$ cat src/hdl/wacd_pkg.sv
package wacd_pkg;

  localparam int SAMPLE_W         = 12;
  localparam int FIELDS           = 8;
  localparam int WINDOW_DEPTH_DEF = 15;
  localparam int CHANNELS_DEF     = 8;

  localparam logic [SAMPLE_W-1:0] THRESHOLD_RESET = 12'd20;

  typedef enum logic [2:0] {
    ST_IDLE,
    ST_READ,
    ST_UPDATE,
    ST_DIVIDE,
    ST_FINISH
  } state_t;

endpackage

$ cat src/hdl/windowed_average_change_detector.sv
// Channel  Direction  Handshake              Payload
// in       input      in_valid / in_stall    in_sample_0 .. in_sample_7
// out      output     out_valid / out_stall  out_average_0 .. out_average_7, out_changed
// cfg      input      cfg_wr_en              cfg_wr_data (change threshold)
//
// The first item after reset only loads the reference. Every later item is
// accepted, then the window memory is read, the sum is updated and written
// back, a bit-serial divide by the held count runs (one quotient bit per
// cycle), and the result is compared and emitted. in_stall stays high until
// the item returns to idle. Reset is synchronous and active low.
// A result waiting on out_stall holds the next item in ST_FINISH.
module windowed_average_change_detector #(
  parameter int WINDOW_DEPTH = wacd_pkg::WINDOW_DEPTH_DEF,
  parameter int CHANNELS     = wacd_pkg::CHANNELS_DEF
) (
  input  logic                          clk,
  input  logic                          rst_n,

  input  logic                          in_valid,
  output logic                          in_stall,
  input  logic [wacd_pkg::SAMPLE_W-1:0] in_sample_0,
  input  logic [wacd_pkg::SAMPLE_W-1:0] in_sample_1,
  input  logic [wacd_pkg::SAMPLE_W-1:0] in_sample_2,
  input  logic [wacd_pkg::SAMPLE_W-1:0] in_sample_3,
  input  logic [wacd_pkg::SAMPLE_W-1:0] in_sample_4,
  input  logic [wacd_pkg::SAMPLE_W-1:0] in_sample_5,
  input  logic [wacd_pkg::SAMPLE_W-1:0] in_sample_6,
  input  logic [wacd_pkg::SAMPLE_W-1:0] in_sample_7,

  output logic                          out_valid,
  input  logic                          out_stall,
  output logic [wacd_pkg::SAMPLE_W-1:0] out_average_0,
  output logic [wacd_pkg::SAMPLE_W-1:0] out_average_1,
  output logic [wacd_pkg::SAMPLE_W-1:0] out_average_2,
  output logic [wacd_pkg::SAMPLE_W-1:0] out_average_3,
  output logic [wacd_pkg::SAMPLE_W-1:0] out_average_4,
  output logic [wacd_pkg::SAMPLE_W-1:0] out_average_5,
  output logic [wacd_pkg::SAMPLE_W-1:0] out_average_6,
  output logic [wacd_pkg::SAMPLE_W-1:0] out_average_7,
  output logic                          out_changed,

  input  logic                          cfg_wr_en,
  input  logic [wacd_pkg::SAMPLE_W-1:0] cfg_wr_data
);

  import wacd_pkg::*;

  localparam int CNT_W  = $clog2(WINDOW_DEPTH + 1);
  localparam int SLOT_W = (WINDOW_DEPTH > 1) ? $clog2(WINDOW_DEPTH) : 1;
  localparam int SUM_W  = SAMPLE_W + CNT_W;
  localparam int ROW_W  = CHANNELS * SAMPLE_W;
  localparam int BIT_W  = $clog2(SAMPLE_W);

  localparam logic [CNT_W-1:0]  DEPTH_CNT = CNT_W'(WINDOW_DEPTH);
  localparam logic [CNT_W:0]    DEPTH_EXT = (CNT_W + 1)'(WINDOW_DEPTH);
  localparam logic [SLOT_W-1:0] LAST_SLOT = SLOT_W'(WINDOW_DEPTH - 1);
  localparam logic [BIT_W-1:0]  LAST_BIT  = BIT_W'(SAMPLE_W - 1);

  logic [SAMPLE_W-1:0] in_smp     [FIELDS];
  logic [SAMPLE_W-1:0] out_avg_r  [FIELDS];

  logic [ROW_W-1:0]    win_mem    [WINDOW_DEPTH];
  logic [ROW_W-1:0]    rd_row_r;
  logic [ROW_W-1:0]    wr_row;

  state_t              state_r, state_nxt;
  logic                ref_loaded_r;
  logic [SAMPLE_W-1:0] thr_r;
  logic [SAMPLE_W-1:0] ref_r      [CHANNELS];
  logic [SAMPLE_W-1:0] cur_r      [CHANNELS];
  logic [SUM_W-1:0]    sum_r      [CHANNELS];
  logic [SUM_W-1:0]    sum_nxt    [CHANNELS];
  logic [CNT_W-1:0]    rem_r      [CHANNELS];
  logic [CNT_W-1:0]    rem_nxt    [CHANNELS];
  logic [SAMPLE_W-1:0] dq_r       [CHANNELS];
  logic [SAMPLE_W-1:0] dq_nxt     [CHANNELS];
  logic [CHANNELS-1:0] over;
  logic [CNT_W-1:0]    held_r;
  logic [SLOT_W-1:0]   oldest_r;
  logic [SLOT_W-1:0]   slot_r;
  logic [SLOT_W-1:0]   slot_nxt;
  logic [BIT_W-1:0]    bit_cnt_r;
  logic                out_valid_r;
  logic                out_changed_r;

  logic                accept;
  logic                rd_en;
  logic                upd_en;
  logic                div_en;
  logic                fin_en;
  logic                emit;
  logic                full;
  logic                changed;

  assign in_smp[0] = in_sample_0;
  assign in_smp[1] = in_sample_1;
  assign in_smp[2] = in_sample_2;
  assign in_smp[3] = in_sample_3;
  assign in_smp[4] = in_sample_4;
  assign in_smp[5] = in_sample_5;
  assign in_smp[6] = in_sample_6;
  assign in_smp[7] = in_sample_7;

  assign accept = in_valid && !in_stall;
  assign full   = (held_r == DEPTH_CNT);
  assign emit   = fin_en && (!out_valid_r || !out_stall);

  // next state
  always_comb begin
    state_nxt = state_r;
    case (state_r)
      ST_IDLE:   if (accept && ref_loaded_r) state_nxt = ST_READ;
      ST_READ:   state_nxt = ST_UPDATE;
      ST_UPDATE: state_nxt = ST_DIVIDE;
      ST_DIVIDE: if (bit_cnt_r == LAST_BIT) state_nxt = ST_FINISH;
      ST_FINISH: if (!out_valid_r || !out_stall) state_nxt = ST_IDLE;
      default:   state_nxt = ST_IDLE;
    endcase
  end

  // control decode
  always_comb begin
    in_stall = 1'b1;
    rd_en    = 1'b0;
    upd_en   = 1'b0;
    div_en   = 1'b0;
    fin_en   = 1'b0;
    case (state_r)
      ST_IDLE:   in_stall = 1'b0;
      ST_READ:   rd_en    = 1'b1;
      ST_UPDATE: upd_en   = 1'b1;
      ST_DIVIDE: div_en   = 1'b1;
      ST_FINISH: fin_en   = 1'b1;
      default:   in_stall = 1'b1;
    endcase
  end

  // write slot: append while filling, else overwrite the oldest
  always_comb begin
    logic [CNT_W:0] pos;
    pos = (CNT_W + 1)'(oldest_r) + (CNT_W + 1)'(held_r);
    if (full) begin
      slot_nxt = oldest_r;
    end else if (pos >= DEPTH_EXT) begin
      slot_nxt = SLOT_W'(pos - DEPTH_EXT);
    end else begin
      slot_nxt = SLOT_W'(pos);
    end
  end

  always_comb begin
    for (int c = 0; c < CHANNELS; c++) begin
      logic [SUM_W-1:0] old_val;
      logic [CNT_W:0]   trial;
      logic             ge;
      old_val = full ? SUM_W'(rd_row_r[c*SAMPLE_W +: SAMPLE_W]) : '0;
      sum_nxt[c] = sum_r[c] - old_val + SUM_W'(cur_r[c]);
      wr_row[c*SAMPLE_W +: SAMPLE_W] = cur_r[c];
      trial = {rem_r[c], dq_r[c][SAMPLE_W-1]};
      ge = (trial >= {1'b0, held_r});
      rem_nxt[c] = ge ? CNT_W'(trial - {1'b0, held_r}) : CNT_W'(trial);
      dq_nxt[c] = {dq_r[c][SAMPLE_W-2:0], ge};
    end
  end

  always_comb begin
    for (int c = 0; c < CHANNELS; c++) begin
      logic [SAMPLE_W-1:0] diff;
      diff = (dq_r[c] >= ref_r[c]) ? dq_r[c] - ref_r[c] : ref_r[c] - dq_r[c];
      over[c] = (diff > thr_r);
    end
  end
  assign changed = |over;

  always_ff @(posedge clk) begin
    if (rd_en) begin
      rd_row_r <= win_mem[slot_r];
    end
    if (upd_en) begin
      win_mem[slot_r] <= wr_row;
    end
  end

  always_ff @(posedge clk) begin
    if (!rst_n) begin
      state_r      <= ST_IDLE;
      ref_loaded_r <= 1'b0;
      thr_r        <= THRESHOLD_RESET;
      held_r       <= '0;
      oldest_r     <= '0;
      bit_cnt_r    <= '0;
      out_valid_r  <= 1'b0;
      for (int c = 0; c < CHANNELS; c++) begin
        ref_r[c] <= '0;
        sum_r[c] <= '0;
      end
    end else begin
      state_r <= state_nxt;
      if (cfg_wr_en) begin
        thr_r <= cfg_wr_data;
      end
      if (accept && !ref_loaded_r) begin
        ref_loaded_r <= 1'b1;
        for (int c = 0; c < CHANNELS; c++) begin
          ref_r[c] <= in_smp[c];
        end
      end
      if (upd_en) begin
        for (int c = 0; c < CHANNELS; c++) begin
          sum_r[c] <= sum_nxt[c];
        end
        if (full) begin
          oldest_r <= (oldest_r == LAST_SLOT) ? '0 : oldest_r + 1'b1;
        end else begin
          held_r <= held_r + 1'b1;
        end
      end
      if (upd_en) begin
        bit_cnt_r <= '0;
      end else if (div_en) begin
        bit_cnt_r <= bit_cnt_r + 1'b1;
      end
      if (emit) begin
        out_valid_r <= 1'b1;
        if (changed) begin
          for (int c = 0; c < CHANNELS; c++) begin
            ref_r[c] <= cur_r[c];
          end
        end
      end else if (!out_stall) begin
        out_valid_r <= 1'b0;
      end
    end
  end

  always_ff @(posedge clk) begin
    if (accept) begin
      slot_r <= slot_nxt;
      for (int c = 0; c < CHANNELS; c++) begin
        cur_r[c] <= in_smp[c];
      end
    end
    for (int c = 0; c < CHANNELS; c++) begin
      if (upd_en) begin
        rem_r[c] <= sum_nxt[c][SUM_W-1:SAMPLE_W];
        dq_r[c]  <= sum_nxt[c][SAMPLE_W-1:0];
      end else if (div_en) begin
        rem_r[c] <= rem_nxt[c];
        dq_r[c]  <= dq_nxt[c];
      end
    end
    if (emit) begin
      out_changed_r <= changed;
      for (int f = 0; f < FIELDS; f++) begin
        out_avg_r[f] <= (f < CHANNELS) ? dq_r[(f < CHANNELS) ? f : 0] : '0;
      end
    end
  end

  assign out_valid     = out_valid_r;
  assign out_changed   = out_changed_r;
  assign out_average_0 = out_avg_r[0];
  assign out_average_1 = out_avg_r[1];
  assign out_average_2 = out_avg_r[2];
  assign out_average_3 = out_avg_r[3];
  assign out_average_4 = out_avg_r[4];
  assign out_average_5 = out_avg_r[5];
  assign out_average_6 = out_avg_r[6];
  assign out_average_7 = out_avg_r[7];

endmodule
$ cat config.mk
export PLATFORM = sky130hd
export DESIGN_NAME = windowed_average_change_detector
export DESIGN_NICKNAME = d
export VERILOG_FILES = /design/src/hdl/wacd_pkg.sv /design/src/hdl/windowed_average_change_detector.sv
export SDC_FILE = /design/constraint.sdc
export NUM_CORES = 2
export LEC_CHECK = 0
export BUFFER_PORTS_ARGS = -buffer_cell sky130_fd_sc_hd__buf_4
export CAP_MARGIN = 20
export CORE_MARGIN = 4
export CORE_UTILIZATION = 55
export DETAILED_ROUTE_END_ITERATION = 16
export GPL_ROUTABILITY_DRIVEN = 0
export GPL_TIMING_DRIVEN = 0
export PLACE_DENSITY_LB_ADDON = 0.12
export RECOVER_POWER = 25
export SYNTH_ARGS = -nofsm -noshare
export SYNTH_HDL_FRONTEND = slang
export SYNTH_SLANG_ARGS = --single-unit
$ cat constraint.sdc
create_clock -name clk -period 16.65 [get_ports clk]
set_input_delay 0.8325 -clock clk [delete_from_list [all_inputs] [get_ports clk]]
set_output_delay 0.8325 -clock clk [all_outputs]
set_load 0.01 [all_outputs]
# Yosys cells after proc, flatten, opt, wreduce, memory -nomap -nowiden
# Memories as Yosys holds them, arrays and structs flattened. A register that Yosys moved wholly into a read port is not among the register bits.
# Index checks and enable logic that the tools add are counted.
[word_totals] register_bits=34 ramBits=1984 out_inout_bits=99 mem_count=7
[memory_table] memory="win_mem" depth=15 width=96 read_ports=1 rd_clocked_by_memory_dff=1 wr=1 line_no="windowed_average_change_detector.sv:62" text="logic [ROW_W-1:0] win_mem [WINDOW_DEPTH];"
[memory_table] memory="sum_r" depth=8 width=16 read_ports=8 rd_clocked_by_memory_dff=0 wr=8 line_no="windowed_average_change_detector.sv:71" text="logic [SUM_W-1:0] sum_r [CHANNELS];"
[memory_table] memory="cur_r" depth=8 width=12 read_ports=8 rd_clocked_by_memory_dff=0 wr=8 line_no="windowed_average_change_detector.sv:70" text="logic [SAMPLE_W-1:0] cur_r [CHANNELS];"
[memory_table] memory="dq_r" depth=8 width=12 read_ports=8 rd_clocked_by_memory_dff=0 wr=8 line_no="windowed_average_change_detector.sv:75" text="logic [SAMPLE_W-1:0] dq_r [CHANNELS];"
[memory_table] memory="out_avg_r" depth=8 width=12 read_ports=8 rd_clocked_by_memory_dff=0 wr=8 line_no="windowed_average_change_detector.sv:60" text="logic [SAMPLE_W-1:0] out_avg_r [FIELDS];"
[memory_table] memory="ref_r" depth=8 width=12 read_ports=8 rd_clocked_by_memory_dff=0 wr=8 line_no="windowed_average_change_detector.sv:69" text="logic [SAMPLE_W-1:0] ref_r [CHANNELS];"
[memory_table] memory="1 more memories"
[classes] magnitude_cmp=25 n_addsub=45 n_reduce_logical=14 bitwise_logic=42 muxes=97 eq_ne=11
[ops] op="$mux 12" count=40
[ops] op="$sub 12x12->12" count=16
[ops] op="$add 16x12->16" count=8
[ops] op="$mux 16" count=8
[ops] op="$sub 16x12->16" count=8
[ops] op="$ge 12x12->1" count=8
[ops] op="$gt 12x12->1" count=8
[ops] op="$mux 4" count=19
[ops] op="$ge 5x4->1" count=8
[ops] op="$or 1x1->1" count=40
[ops] op="$sub 4x4->4" count=8
[ops] op="$mux 1" count=26
[ops] op="$pmux 3 s5" count=1
[ops] op="$add 4x1->4 const B" count=3
[ops] op="$eq 4x4->1 const B" count=3
[ops] op="$mux 3" count=3
[ops] op="$reduce_or 8->1" count=1
[ops] op="$eq 3x2->1 const B" count=2
[ops] op="$add 4x4->5" count=1
[ops] op="$ge 5x4->1 const B" count=1
[ops] op="$logic_and 1x1->1" count=4
[ops] op="$ne 2x1->1 const B" count=2
[ops] op="$ne 2x2->1 const B" count=2
[ops] op="$reduce_and 2->1" count=2
[ops] op="9 further kinds" count=12

# Depth between registers and ports, before layout
# An unclocked memory read counts as a cell.
[depth] depth_word=10 ltp_mapped=26 ltp_nobuf=21

# Worst setup path before layout
# Ideal clock, no wire load.
[synth_path] kind="register to register" start="reg state_r[2]" end="mem win_mem[0][0] in the netlist's numbering (enable)" t_arrival_ns=14.017 setup_time_ns=0.668 required_time_ns=15.982 path_stages_with_launch=6 slack_ns=1.965 cell_sequence="dfxtp_1 -> clkbuf_1 -> nor2b_1 -> nand2b_1 -> or3_1 -> nor3_1"
[synth_between] elab_chain_len=4
[synth_rtl] item="start: declaration" line_no="windowed_average_change_detector.sv:66" text="state_t state_r, state_nxt;"
[synth_rtl] item="start signal: assignment" line_no="windowed_average_change_detector.sv:198" text="state_r <= state_nxt;"
[synth_rtl] item="$eq 3x2->1" line_no="windowed_average_change_detector.sv:128" text="case (state_r)"
[synth_rtl] item="$mux 1" line_no="windowed_average_change_detector.sv:128"
[synth_rtl] item="$mux 1" line_no="windowed_average_change_detector.sv:179" text="if (upd_en) begin"
[synth_rtl] item="$mux 1 (not written as such)" line_no="windowed_average_change_detector.sv:180" text="win_mem[slot_r] <= wr_row;"
[synth_rtl] item="end: declaration" line_no="windowed_average_change_detector.sv:62"
# Every way passes these cells.

==> impl_metrics.ini <==
[sta]
worst_slew_pin_slew_ns = 1.23
fmaxAchievable_mhz = 139
fin_skew_ns = 0.0393
period_needed_ns = 7.19
drv_slew = 0
rsz0062_at_grt = no
slew_headroom = 0.180
finalSetupViolCount = 0
fin_crit_sh = 0.432
hold_violations = 0

[placement]
dpl-instance-area_sq_um = 107000
port_buffers = 210
hpwl_um = 200000

[global_routing]
grt-ovfl-total = 0
grt_max_degree = 62
grt_use_total = 0.295
antenna_found_initial = 22
grt_pass1_vias = 58212
grt_pass1_wl_um = 396000

[synth]
ys_ff_latch = 2114
synthesis.nets = 7290
synth_top_family_by_area = multiplexers
synth_fa_ha_area_frac = 0.0807
synth_top_area_cell = edfxtp_1
synth_edf_count = 2085
synth_xor_area_frac = 0.0175
syn_inst = 6609
post-synth-top-count-cell = edfxtp_1
synth_cell_types = 83
synthMuxAreaShare = 0.108
ys_top_cells_by_count = edfxtp_1, inv_1, ha_1
ys_top_cells_by_area = edfxtp_1, mux4_2, ha_1
ys_seq_area_frac = 0.636
post_synth_and_or_nand_nor_area_fraction = 0.0531
syn_area_sq_um = 99400
synth_compound_area_frac = 0.0676
yosysWarnings = 0
async_reset_ff_frac = 0
synth_top_area_share = 0.630
synth_ff_type = edfxtp_1
syn_avg_cell_area_sq_um = 15.0

[setup_path]
crit_required_ns = 17.25
crit_cells = 25
path_class = reg -> reg
ff2ff_path_depth = 25
crit_buf_inv = 6
cp-start-kind = flop
crit_path_end_kind = flop
crit_path_top_delay_cell = a2111oi_2
crit_arrival_ns = 7.79
r2r-end = ref_r[0][45]
startpoint = dq_r[0][24]
r2r_setup_slack_ns = 9.46
crit_fanout = 25
slowest_delay_ns = 0.84
crit_end = ref_r[0][45]
r2r_start = dq_r[0][24]
crit_family = compound AO/OA/AOI/OAI gates

[clock_network]
h-tree-depth = 4
ctsHoldBuffers = 0
clock_path_buffers = 3
post-cts-setup-buffer-count = 0
cts_tree = done
clk_pin_slew_ns = 0.06
clock_latency_ns = 0.87
cts_resized = 0
cts.sinks = 2114
root_buffer = clkbuf_16
cts-buffers-inserted = 212

[floorplan]
die_area_sq_um = 188000
initial_core_util = 0.555
dieHeight_um = 433
core_area_sq_um = 179000
die_w_um = 433
ios = 212
row_count = 155

[power]
leakage_nw = 41.4
power_switching_mw = 4.84
p_per_area_nw_per_um2 = 138
switching_share = 0.308
fin_total_pwr_mw = 15.7
power.share.clock = 0.303
p_seq_frac = 0.426
internal_power_mw = 10.9
ir_drop_uv = 107
combPwrFrac = 0.271

[cells_and_area]
layout-drive-gt1-share = 0.153
area_delta_synth_final_pct = 14.4
nNetsFinal = 7899
design_area_sq_um = 114000

[detailed_routing]
wl_um = 276000
drc = 0
vias = 59795
routedWlPerCell_um = 28.3
viasPerCell = 6.13
drt_first_pass_iters = 6
detail-route-antenna-nets = 0
initialDrtViolationCount = 6959

[status]
status = completed

[run]
max_cap_viol_count = 0

[min_path]
hp-class = in -> reg
[flip-flops by register name, summed over array words and instances, names as in the netlist, 12 cells and up]
name       cells
cur_r         96
dq_r          96
out_avg_r     96
rd_row_r      96
ref_r         96
rem_r         32
sum_r        128
thr_r         12
win_mem     1440
[worst min path at each step]
stage                    from            to  slack [ns]  cells past startpoint
5_1_grt        in_sample_2[4]  cur_r[0][28]        0.14                      1
4_1_cts        in_sample_2[8]  cur_r[0][32]        0.09                      1
3_3_place_gp     bit_cnt_r[1]  bit_cnt_r[1]        0.46                      2
3_5_place_dp         thr_r[1]      thr_r[1]        0.48                      2
2_1_floorplan    bit_cnt_r[1]  bit_cnt_r[1]        0.45                      2
6_report       in_sample_2[4]  cur_r[0][28]        0.18                      1
[layout make-up]
cell class              instances  area, sq um
diodes                          9         22.5
multi-input cells            3520        32600
flip-flops and latches       2114        63200
inverters                     727         2740
fillers                     12925        65300
plain buffers                 248         1020
clock buffers                 253         5570
well taps                    2355         2950
repair buffers                395         4280
clock inverters               139         1360
[worst reg2reg max path, cell delays in order, from the launching register on]
cell	delay [ns]
edfxtp_1	0.48
inv_1	0.09
ha_1	0.17
inv_1	0.06
fa_1	0.38
a21o_1	0.19
a221oi_1	0.37
o2bb2ai_1	0.23
a21oi_1	0.17
a21bo_2	0.23
buf_2	0.17
and3b_1	0.17
o21ai_1	0.15
xor2_1	0.24
ha_1	0.29
a21o_1	0.18
a21oi_1	0.13
o21ai_0	0.11
a2111oi_2	0.84
o22ai_1	0.17
a221oi_2	0.23
a31oi_1	0.10
buf_2	0.38
buf_6	0.29
or3_2	0.75
buf_16	0.32
[layer usage]
layer  global-route usage  part of all wire  wire length, um  vias to the layer above
li1                     -                 -                -                    26080
met1                0.399              0.39           106000                    30484
met2                0.473              0.48           132000                     2768
met3               0.0597             0.092            25500                      459
met4                0.120             0.044            12000                        4
met5                    0          0.000098               27                        -
[layout by cell type, fill, tap and decap left out, types with 67 or more instances in the layout]
master	instances
xnor2_1	92
xor2_1	106
clkbuf_1	276
nor2_1	265
edfxtp_1	2085
a32o_1	72
clkbuf_16	217
mux2i_1	175
mux4_2	384
nor3_1	71
o21ai_0	346
inv_1	724
buf_4	120
fa_1	121
a21oi_1	239
ha_1	447
and2_1	117
nand2_1	378
buf_6	67
a21o_1	108
[cell families (layout without fill, tap and decap cells)]
logic type	after synthesis	count (layout)
flip-flops	2114	2114
AND/OR/NAND/NOR	1120	1120
AO/OA/AOI/OAI	1050	1050
buffers and inverters	975	1762
multiplexers	584	584
adder cells (fa/ha/maj)	568	568
XOR/XNOR	198	198
other	0	9
[power by group through the flow]
stage,combinational [mW],clock (mW),sequential (mW)
3_3_place_gp,4.02,0,6.85
3_5_place_dp,4.19,0,6.79
5_1_grt,4.72,5.06,6.72
6_report,4.26,4.77,6.69
4_1_cts,4.22,4.82,6.68
2_1_floorplan,3.04,0,6.67
[per-stage QoR]
step	TNS (ns)	instances	hold slack [ns]	utilization	setup slack (ns)
after floorplan	0	6609	0.454	-	1.96
after global placement	-9411.38	9174	0.461	0.580	-12.11
after detailed placement	0	9341	0.484	0.597	9.39
after CTS	0	9733	0.0914	0.635	9.35
after global routing	0	9752	0.139	0.635	9.06
final	0	9760	0.178	0.635	9.46
Power figures use the tool's default switching activity.
